[src/sv/homography_bbox_mapper_macros.svh]
// assertion macros for the homography box mapper
`ifndef HOMOGRAPHY_BBOX_MAPPER_MACROS_SVH
`define HOMOGRAPHY_BBOX_MAPPER_MACROS_SVH
`ifndef SYNTH
// same-cycle implication
`define HBM_ASSERT_IMP(label, clk, rst_n, ante, cons, msg) \
	label: assert property (@(posedge clk) disable iff (!rst_n) (ante) |-> (cons)) \
		else $error(msg);
// next-cycle implication
`define HBM_ASSERT_NXT(label, clk, rst_n, ante, cons, msg) \
	label: assert property (@(posedge clk) disable iff (!rst_n) (ante) |=> (cons)) \
		else $error(msg);
`else
`define HBM_ASSERT_IMP(label, clk, rst_n, ante, cons, msg)
`define HBM_ASSERT_NXT(label, clk, rst_n, ante, cons, msg)
`endif
`endif

[src/sv/hbm_pkg.sv]
// shared constants, types and rounding helper for the homography box mapper
package hbm_pkg;
	localparam int COEF_W    = 48;
	localparam int PIX_W     = 12;
	localparam int CRD_W     = PIX_W + 1;
	localparam int PROD_W    = COEF_W + CRD_W + 1;
	localparam int SUM_W     = PROD_W + 1;
	localparam int MAG_W     = SUM_W - 1;
	localparam int QB        = 12;
	localparam int RES_W     = QB + 2;
	localparam int IR_W      = 11;
	localparam int ADDR_W    = 6;
	localparam int DATA_W    = 64;
	localparam int IR_WIDTH  = 160;
	localparam int IR_HEIGHT = 120;
	localparam int SAT_LO    = -2048;
	localparam int SAT_HI    = 2047;
	localparam logic signed [COEF_W-1:0] ONE_Q32 = 48'sh0001_0000_0000;
	localparam logic [1:0] LAST_CORNER = 2'd3;

	typedef logic signed [COEF_W-1:0] coef_t;

	typedef enum logic [2:0] {
		REG_X_FROM_X, REG_X_FROM_Y, REG_X_OFFSET,
		REG_Y_FROM_X, REG_Y_FROM_Y, REG_Y_OFFSET,
		REG_PERSP_FROM_X, REG_PERSP_FROM_Y
	} reg_idx_t;

	typedef struct packed {
		coef_t x_from_x;
		coef_t x_from_y;
		coef_t x_offset;
		coef_t y_from_x;
		coef_t y_from_y;
		coef_t y_offset;
		coef_t persp_from_x;
		coef_t persp_from_y;
	} hmat_t;

	typedef struct packed {
		logic first;
		logic last;
		logic dz;
		logic neg_x;
		logic neg_y;
	} ctag_t;

	typedef struct packed {
		logic             vld;
		ctag_t            tag;
		logic [MAG_W-1:0] den;
		logic [MAG_W-1:0] rem_x;
		logic [MAG_W-1:0] rem_y;
		logic [QB-1:0]    q_x;
		logic [QB-1:0]    q_y;
		logic             ovf_x;
		logic             ovf_y;
	} dstage_t;

	typedef struct packed {
		logic          vld;
		ctag_t         tag;
		logic [QB-1:0] q_x;
		logic [QB-1:0] q_y;
		logic          ovf_x;
		logic          ovf_y;
		logic          rnz_x;
		logic          rnz_y;
	} dres_t;

	// floor (up low) or ceiling (up high) from truncated magnitude quotient, saturated
	function automatic logic signed [RES_W-1:0] round_q(logic [QB-1:0] q, logic ovf,
			logic rnz, logic neg, logic up);
		logic signed [RES_W-1:0] m;
		logic signed [RES_W-1:0] r;
		m = signed'({2'b00, q});
		if (!neg) begin
			r = m + RES_W'(up && rnz);
			if (ovf || r > SAT_HI) r = RES_W'(SAT_HI);
		end else begin
			r = -m - RES_W'(!up && rnz);
			if (ovf || r < SAT_LO) r = RES_W'(SAT_LO);
		end
		return r;
	endfunction
endpackage

[src/sv/hbm_box.sv]
// floor / ceiling, bounding box over four corners, clamp and output register
module hbm_box (
	input  logic                      clk,
	input  logic                      arst_n,
	input  logic                      adv,
	input  hbm_pkg::dres_t            div_out,
	output logic                      out_valid,
	output logic                      box_valid,
	output logic [hbm_pkg::IR_W-1:0]  ir_x,
	output logic [hbm_pkg::IR_W-1:0]  ir_y,
	output logic [hbm_pkg::IR_W-1:0]  ir_wd,
	output logic [hbm_pkg::IR_W-1:0]  ir_ht
);
	logic                                 vld_s18, first_s18, last_s18;
	logic signed [hbm_pkg::RES_W-1:0]     fx_s18, cx_s18, fy_s18, cy_s18;
	logic signed [hbm_pkg::RES_W-1:0]     xmin_q, xmax_q, ymin_q, ymax_q;
	logic signed [hbm_pkg::RES_W-1:0]     xmin_n, xmax_n, ymin_n, ymax_n;
	logic [hbm_pkg::IR_W-1:0]             x1, x2, y1, y2;
	logic signed [hbm_pkg::IR_W:0]        bw, bh;
	logic                                 ok;

	function automatic logic [hbm_pkg::IR_W-1:0] clamp_to(
			logic signed [hbm_pkg::RES_W-1:0] v, int hi);
		logic [hbm_pkg::IR_W-1:0] r;
		if (v < 0) r = '0;
		else if (v > hi) r = hbm_pkg::IR_W'(hi);
		else r = v[hbm_pkg::IR_W-1:0];
		return r;
	endfunction

	// floor and ceiling per corner, zero denominator maps to the origin
	always_ff @(posedge clk or negedge arst_n) begin
		if (!arst_n) begin
			vld_s18 <= 1'b0;
		end else if (adv) begin
			vld_s18 <= div_out.vld;
		end
	end

	always_ff @(posedge clk) begin
		if (adv) begin
			first_s18 <= div_out.tag.first;
			last_s18  <= div_out.tag.last;
			if (div_out.tag.dz) begin
				fx_s18 <= '0;
				cx_s18 <= '0;
				fy_s18 <= '0;
				cy_s18 <= '0;
			end else begin
				fx_s18 <= hbm_pkg::round_q(div_out.q_x, div_out.ovf_x, div_out.rnz_x,
					div_out.tag.neg_x, 1'b0);
				cx_s18 <= hbm_pkg::round_q(div_out.q_x, div_out.ovf_x, div_out.rnz_x,
					div_out.tag.neg_x, 1'b1);
				fy_s18 <= hbm_pkg::round_q(div_out.q_y, div_out.ovf_y, div_out.rnz_y,
					div_out.tag.neg_y, 1'b0);
				cy_s18 <= hbm_pkg::round_q(div_out.q_y, div_out.ovf_y, div_out.rnz_y,
					div_out.tag.neg_y, 1'b1);
			end
		end
	end

	// running extremes, first corner restarts them
	always_comb begin
		xmin_n = (first_s18 || fx_s18 < xmin_q) ? fx_s18 : xmin_q;
		xmax_n = (first_s18 || cx_s18 > xmax_q) ? cx_s18 : xmax_q;
		ymin_n = (first_s18 || fy_s18 < ymin_q) ? fy_s18 : ymin_q;
		ymax_n = (first_s18 || cy_s18 > ymax_q) ? cy_s18 : ymax_q;
		x1 = clamp_to(xmin_n, hbm_pkg::IR_WIDTH);
		x2 = clamp_to(xmax_n, hbm_pkg::IR_WIDTH);
		y1 = clamp_to(ymin_n, hbm_pkg::IR_HEIGHT);
		y2 = clamp_to(ymax_n, hbm_pkg::IR_HEIGHT);
		bw = signed'({1'b0, x2}) - signed'({1'b0, x1});
		bh = signed'({1'b0, y2}) - signed'({1'b0, y1});
		ok = (bw > 0) && (bh > 0);
	end

	always_ff @(posedge clk) begin
		if (adv && vld_s18) begin
			xmin_q <= xmin_n;
			xmax_q <= xmax_n;
			ymin_q <= ymin_n;
			ymax_q <= ymax_n;
		end
	end

	// result register
	always_ff @(posedge clk or negedge arst_n) begin
		if (!arst_n) begin
			out_valid <= 1'b0;
		end else if (adv) begin
			out_valid <= vld_s18 && last_s18;
		end
	end

	always_ff @(posedge clk) begin
		if (adv && vld_s18 && last_s18) begin
			box_valid <= ok;
			ir_x      <= ok ? x1 : '0;
			ir_y      <= ok ? y1 : '0;
			ir_wd     <= ok ? bw[hbm_pkg::IR_W-1:0] : '0;
			ir_ht     <= ok ? bh[hbm_pkg::IR_W-1:0] : '0;
		end
	end
endmodule

[config.mk]
export PLATFORM = sky130hd
export DESIGN_NAME = hbm_box
export DESIGN_NICKNAME = d
export VERILOG_FILES = /design/src/sv/homography_bbox_mapper_macros.svh /design/src/sv/hbm_pkg.sv /design/src/sv/hbm_box.sv
export SDC_FILE = /design/constraint.sdc
export NUM_CORES = 1
export LEC_CHECK = 0
export ABC_AREA = 1
export BUFFER_PORTS_ARGS = -buffer_cell sky130_fd_sc_hd__buf_2
export CORE_ASPECT_RATIO = 0.75
export CORE_MARGIN = 2
export CORE_UTILIZATION = 60
export CTS_CLUSTER_DIAMETER = 150
export DETAILED_ROUTE_END_ITERATION = 12
export PLACE_DENSITY = 0.77
export SYNTH_ARGS = -nofsm -noshare
export SYNTH_HDL_FRONTEND = slang
export SYNTH_SLANG_ARGS = --single-unit
[constraint.sdc]
create_clock -name clk -period 4.8 [get_ports clk]
set_input_delay 0.48 -clock clk [delete_from_list [all_inputs] [get_ports clk]]
set_output_delay 0.48 -clock clk [all_outputs]
set_load 0.005 [all_outputs]
### Word-level counts from Yosys, hierarchy flattened

Cells that the tools add are included.

* ROM bits: 0
* register bits after elaboration: 161
* logic and storage cells: 87
* memory bits (writable): 0
* bits in latches: 0
* memories: 0
* bits of input ports: 37

* muxes and demuxes: 24
* div/mod/pow operators: 0
* multipliers: 0
* add/subtract/negate cells: 8
* equal/unequal tests: 0
* shift operators: 0
* bitwise operators: 0
* order comparisons: 22
* reductions and logical operators: 16

Operator list (number)
* $mux 14: 12
* $mux 11: 8
* $lt 14x1->1 const B: 4
* $lt 14x12->1 const B: 4
* $gt 14x14->1: 2
* $gt 14x8->1 const B: 2
* $gt 14x9->1 const B: 2
* $lt 14x14->1: 2
* $neg 12->14: 2
* $sub 14x1->14: 2
* $add 12x1->13: 2
* $gt 13x11->1 const B: 2
* $mux 13: 2
* $gt 12x1->1 const B: 2
* $gt 12x11->1 const B: 2
* $mux 12: 2
* $sub 11x11->12: 2
* $logic_or 1x1->1: 12
* $logic_and 1x1->1: 4

### Longest topological paths before layout

* depth after elaboration: 9
* depth in mapped cells: 35
* depth with buffers taken out: 34

### Worst setup path after synthesis

Ideal clock, no wire load.

* path kind: register -> register
* start: register fy_s18[13] in the netlist's numbering
* end: register ir_x[1] in the netlist's numbering (data pin)
* required time: 4542 ps
* stages on the path, launching flop included: 31
* setup time: 258 ps
* period minus slack after synthesis: 4381 ps
* path buffers: 2
* arrival time: 4123 ps
* path slack: 419 ps
* cells stage by stage: edfxtp_1 ha_1 nand2_1 nor2_1 nand3_1 nor2_1 nor2_1 nand2_1 nand2_2 nand3_4 buf_6 o21ai_1 nand3_1 nand2_1 nand4_1 inv_1 ha_1 inv_1 fa_1 nand3_1 nand3_1 a21oi_1 nor2_1 nor2_1 xor2_1 nand3_1 nor3_1 nand3_1 nand3_1 buf_2 nor2_1

* longest elaborated chain between the ends: 9

RTL lines
* start: declaration: line hbm_box.sv:15 `logic signed [hbm_pkg::RES_W-1:0] fx_s18, cx_s18, fy_s18, cy_s18;`
* start signal: assignment: line hbm_box.sv:54 `fy_s18 <= hbm_pkg::round_q(div_out.q_y, div_out.ovf_y, div_out.rnz_y,`
* $lt 14x14->1: line hbm_box.sv:66 `ymin_n = (first_s18 || fy_s18 < ymin_q) ? fy_s18 : ymin_q;`
* $logic_or 1x1->1: line hbm_box.sv:66
* $mux 14 (*): line hbm_box.sv:66
* $gt 14x8->1: line hbm_box.sv:26 `else if (v > hi) r = hbm_pkg::IR_W'(hi);`
* $mux 11: line hbm_box.sv:26
* $mux 11 (*): line hbm_box.sv:25 `if (v < 0) r = '0;`
* named net y1, one bit: line hbm_box.sv:18 `logic [hbm_pkg::IR_W-1:0] x1, x2, y1, y2;`
* $sub 11x11->12 (*): line hbm_box.sv:73 `bh = signed'({1'b0, y2}) - signed'({1'b0, y1});`
* $gt 12x1->1 (*): line hbm_box.sv:74 `ok = (bw > 0) && (bh > 0);`
* $logic_and 1x1->1 (*): line hbm_box.sv:74
* end signal: assignment: line hbm_box.sv:98 `ir_x <= ok ? x1 : '0;`
* end: declaration: line hbm_box.sv:9 `output logic [hbm_pkg::IR_W-1:0] ir_x,`

Mark *: on every way through the listed nets, which the timed path passes. The rest lies on a longest branch.
A chain may end at the register's enable or synchronous reset.

### Worst setup path in the final report

* start: register fy_s18[13] in the netlist's numbering
* end: register ir_ht[3] in the netlist's numbering (data pin)

* longest elaborated chain between the ends: 9

RTL lines
* $lt 14x14->1 (*): line hbm_box.sv:66
* $logic_or 1x1->1 (*): line hbm_box.sv:66
* $mux 14 (*): line hbm_box.sv:66
* named net ymin_n, one bit: line hbm_box.sv:17 `logic signed [hbm_pkg::RES_W-1:0] xmin_n, xmax_n, ymin_n, ymax_n;`
* $gt 14x8->1: line hbm_box.sv:26
* $mux 11: line hbm_box.sv:26
* $mux 11 (*): line hbm_box.sv:25
* named net y1, one bit: line hbm_box.sv:18
* $sub 11x11->12 (*): line hbm_box.sv:73
* $gt 12x1->1: line hbm_box.sv:74
* $logic_and 1x1->1: line hbm_box.sv:74
* end signal: assignment: line hbm_box.sv:101 `ir_ht <= ok ? bh[hbm_pkg::IR_W-1:0] : '0;`
* end: declaration: line hbm_box.sv:12 `output logic [hbm_pkg::IR_W-1:0] ir_ht`

Marks and branches as above.

==> results.ini <==
[run_status]
status=finished, violations left
violations=setup timing

[finish]
multi_input_area_mm2=0.00607
final_common_cell=nand2_1
stdcell_count=1847
final_nets=1712
antenna_cells=0
areaGrowthSynthToFinish_pct=19.5
final_cell_mix=nand2_1 (323), inv_1 (247), edfxtp_1 (159)
drive_gt1_frac=0.196
seq_area_mm2=0.00482
fillers=1363

[min_path]
hold_depth=1
hold_path.class=primary input to flip-flop
min_from=div_out[31]
hold_path_end=last_s18$_DFFE_PP_

[sta]
hold_viol_final=0
final.setup.worst_slack_ps=-269
finalSetupViolations=35
skew_ps=13.9
max_freq_mhz=197
period_minus_slack_ps=5070
slew_violations=0
period_share=1.06
rsz0062_at_grt=true
hold_ws_ps=204
slew_headroom=0.217
tightest_slew_ps=1170

[critical_path]
worstSetupEndpointType=flip-flop
r2r-start=fy_s18[13]$_SDFFCE_PP0P_
ff2ff_path_depth=31
critPathRequiredTime_ps=4990
max_stage_delay_ps=450
critPathSlowestCell=edfxtp_1
r2r_setup_slack_ps=-270
crit_type=flip-flop to flip-flop
startpoint_type=flip-flop
r2r_end=ir_ht[3]$_SDFFCE_PN0P_
worstPathMaxFanout=5
critPathArrivalTime_ps=5260

[synth]
synthXorXnorAreaFrac=0.0369
muxShareOfSynthArea=0.000982
synth_cell_types=46
syn_area_mm2=0.0115
ys_ff_latch=161
synth-simple-area-share=0.262
yosys_warnings=0
synth_edf_count=159
avgSynthCellArea_um2=8.00
synth_flop_cell=edfxtp_1
syn_inst=1434
async_flop_share=0.0124
synth_top_family_by_area=simple AND/OR/NAND/NOR gates
synthAdderAreaFrac=0.0973
yosysSeqAreaShare=0.421
synth-compound-area-share=0.0820

[clock_tree]
cts_buffers=17
clkTransAtPathRegs_ps=70
clock_latency_ps=450
cts_tree=built
clock_sink_count=161
clockRootBuffer=clkbuf_16
cts_buffer_depth=2
cts-htree-levels=4

[die]
coreArea_mm2=0.0186
placementRows=43
initial_utilization=0.616
io_pins=83
fp.dieW_um=164
dieHeight_um=124
dieArea_mm2=0.0202

[placed_design]
dpl.cell_count=1781
dp_hpwl_mm=19.9
gp_congestion=0.918
port_buffers=82

[global_routing]
grt_pass1_vias=8822
grt-ovfl-total=0
grt_use_total=0.273
grt_first_pass_wirelength_mm=43.1
grt_max_degree=46
antenna_found_initial=0

[pwr]
powerDensity_mw_per_mm2=333
ir_drop_v=0.000231
power_leakage_nw=6.43
fin_total_pwr_mw=4.56

[route]
drt-vias-per-instance=5.56
postRouteWirelength_mm=28.9
drtIter0Drc=1045
postRouteAntennaNets=0
vias=10300
post_drt_wl_per_cell_um=15.6
drc=0
first_pass_iters=6

[run]
maxCapViolCount=0

synthesized netlist by cell type, drive strengths merged, types with 4 or more instances:
| library cell | n | area (um^2) |
|---|---|---|
| xnor2 | 9 | 78.8 |
| clkbuf | 13 | 48.8 |
| xor2 | 35 | 344 |
| o21bai | 5 | 37.5 |
| edfxtp | 159 | 4770 |
| inv | 255 | 957 |
| nor2 | 150 | 618 |
| nand3b | 5 | 37.5 |
| nand2 | 349 | 1340 |
| o22ai | 8 | 50.1 |
| a21oi | 62 | 314 |
| buf | 18 | 130 |
| nor3 | 20 | 133 |
| nand4 | 38 | 244 |
| o211ai | 4 | 30.0 |
| o21ai | 85 | 433 |
| ha | 86 | 1080 |
| nand3 | 111 | 608 |
per-stage QoR:
step / worst slack [ps] / utilization / cell area (um^2) / TNS [ps]
after floorplan: 419 / - / 11500 / 0
after global placement: -28.8 / 0.663 / 12300 / -656
after detailed placement: -172 / 0.663 / 12300 / -5260
after CTS: 3.31 / 0.697 / 13000 / 0
after global routing: -443 / 0.736 / 13700 / -14820
final: -269 / 0.736 / 13700 / -8190
per-layer routing:
| layer | global-route usage | share of wire | vias up |
|---|---|---|---|
| li1 | - | - | 5002 |
| met2 | 0.381 | 0.42 | 503 |
| met4 | 0.0861 | 0.014 | 0 |
| met5 | 0 | 0 | - |
| met3 | 0.0639 | 0.10 | 50 |
| met1 | 0.418 | 0.46 | 4713 |
logic make-up after synthesis:
kind of cell	after synthesis
buffers and inverters	288
AO/OA/AOI/OAI	174
other	2
XOR/XNOR	44
AND/OR/NAND/NOR	676
flip-flops	161
adder cells (fa/ha/maj)	88
multiplexers	1
worst max path at each step:
stage	start	to	depth (start not counted)
after floorplan	fy_s18[13]$_SDFFCE_PP0P_	ir_x[1]$_SDFFCE_PN0P_	30
after global placement	xmin_q[13]$_DFFE_PP_	ir_y[1]$_SDFFCE_PN0P_	24
after detailed placement	fx_s18[3]$_SDFFCE_PP0P_	ir_y[2]$_SDFFCE_PN0P_	25
after CTS	fx_s18[5]$_SDFFCE_PP0P_	ir_y[1]$_SDFFCE_PN0P_	32
after global routing	fy_s18[13]$_SDFFCE_PP0P_	ir_x[2]$_SDFFCE_PN0P_	31
final	fy_s18[13]$_SDFFCE_PP0P_	ir_ht[3]$_SDFFCE_PN0P_	31
where the power goes:
part | internal, mW | leakage [nW] | switching [mW]
sequential | 1.70 | 1.51 | 0.0602
combinational | 0.534 | 4.64 | 0.897
clock | 0.767 | 0.280 | 0.604
sequential cells by signal (all words and copies together) (netlist names):
name and count:
ir_wd 11, cx_s18 14, vld_s18 1, ymax_q 14
ir_y 11, fx_s18 14, last_s18 1, first_s18 1
xmin_q 14, xmax_q 14, box_valid 1, cy_s18 14
fy_s18 14, ymin_q 14, out_valid 1, ir_x 11
ir_ht 11
timing repair:
action	CTS	global route
resized for setup	12	109
setup endpoints to repair	38	38
gates cloned	0	8
pin swaps	0	39
setup buffers	0	25
hold endpoints to repair	2	0
hold buffers	1	0
area by class of cell:
| class | instances | area share |
|---|---|---|
| flip-flops and latches | 161 | 0.352 |
| clock buffers | 20 | 0.0340 |
| clock inverters | 12 | 0.00895 |
| inverters | 257 | 0.0706 |
| repair buffers | 143 | 0.0691 |
| well taps | 247 | 0.0225 |
| multi-input cells | 1007 | 0.443 |
critical path: cells and delay by family (launching register included):
family	cells	cell delay, ps
buf+inv	5	590
xor+xnor	1	210
simple gates	20	2340
compound gates	2	310
flops	1	450
fa+ha+maj	3	920
Power figures use the tool's default switching activity.
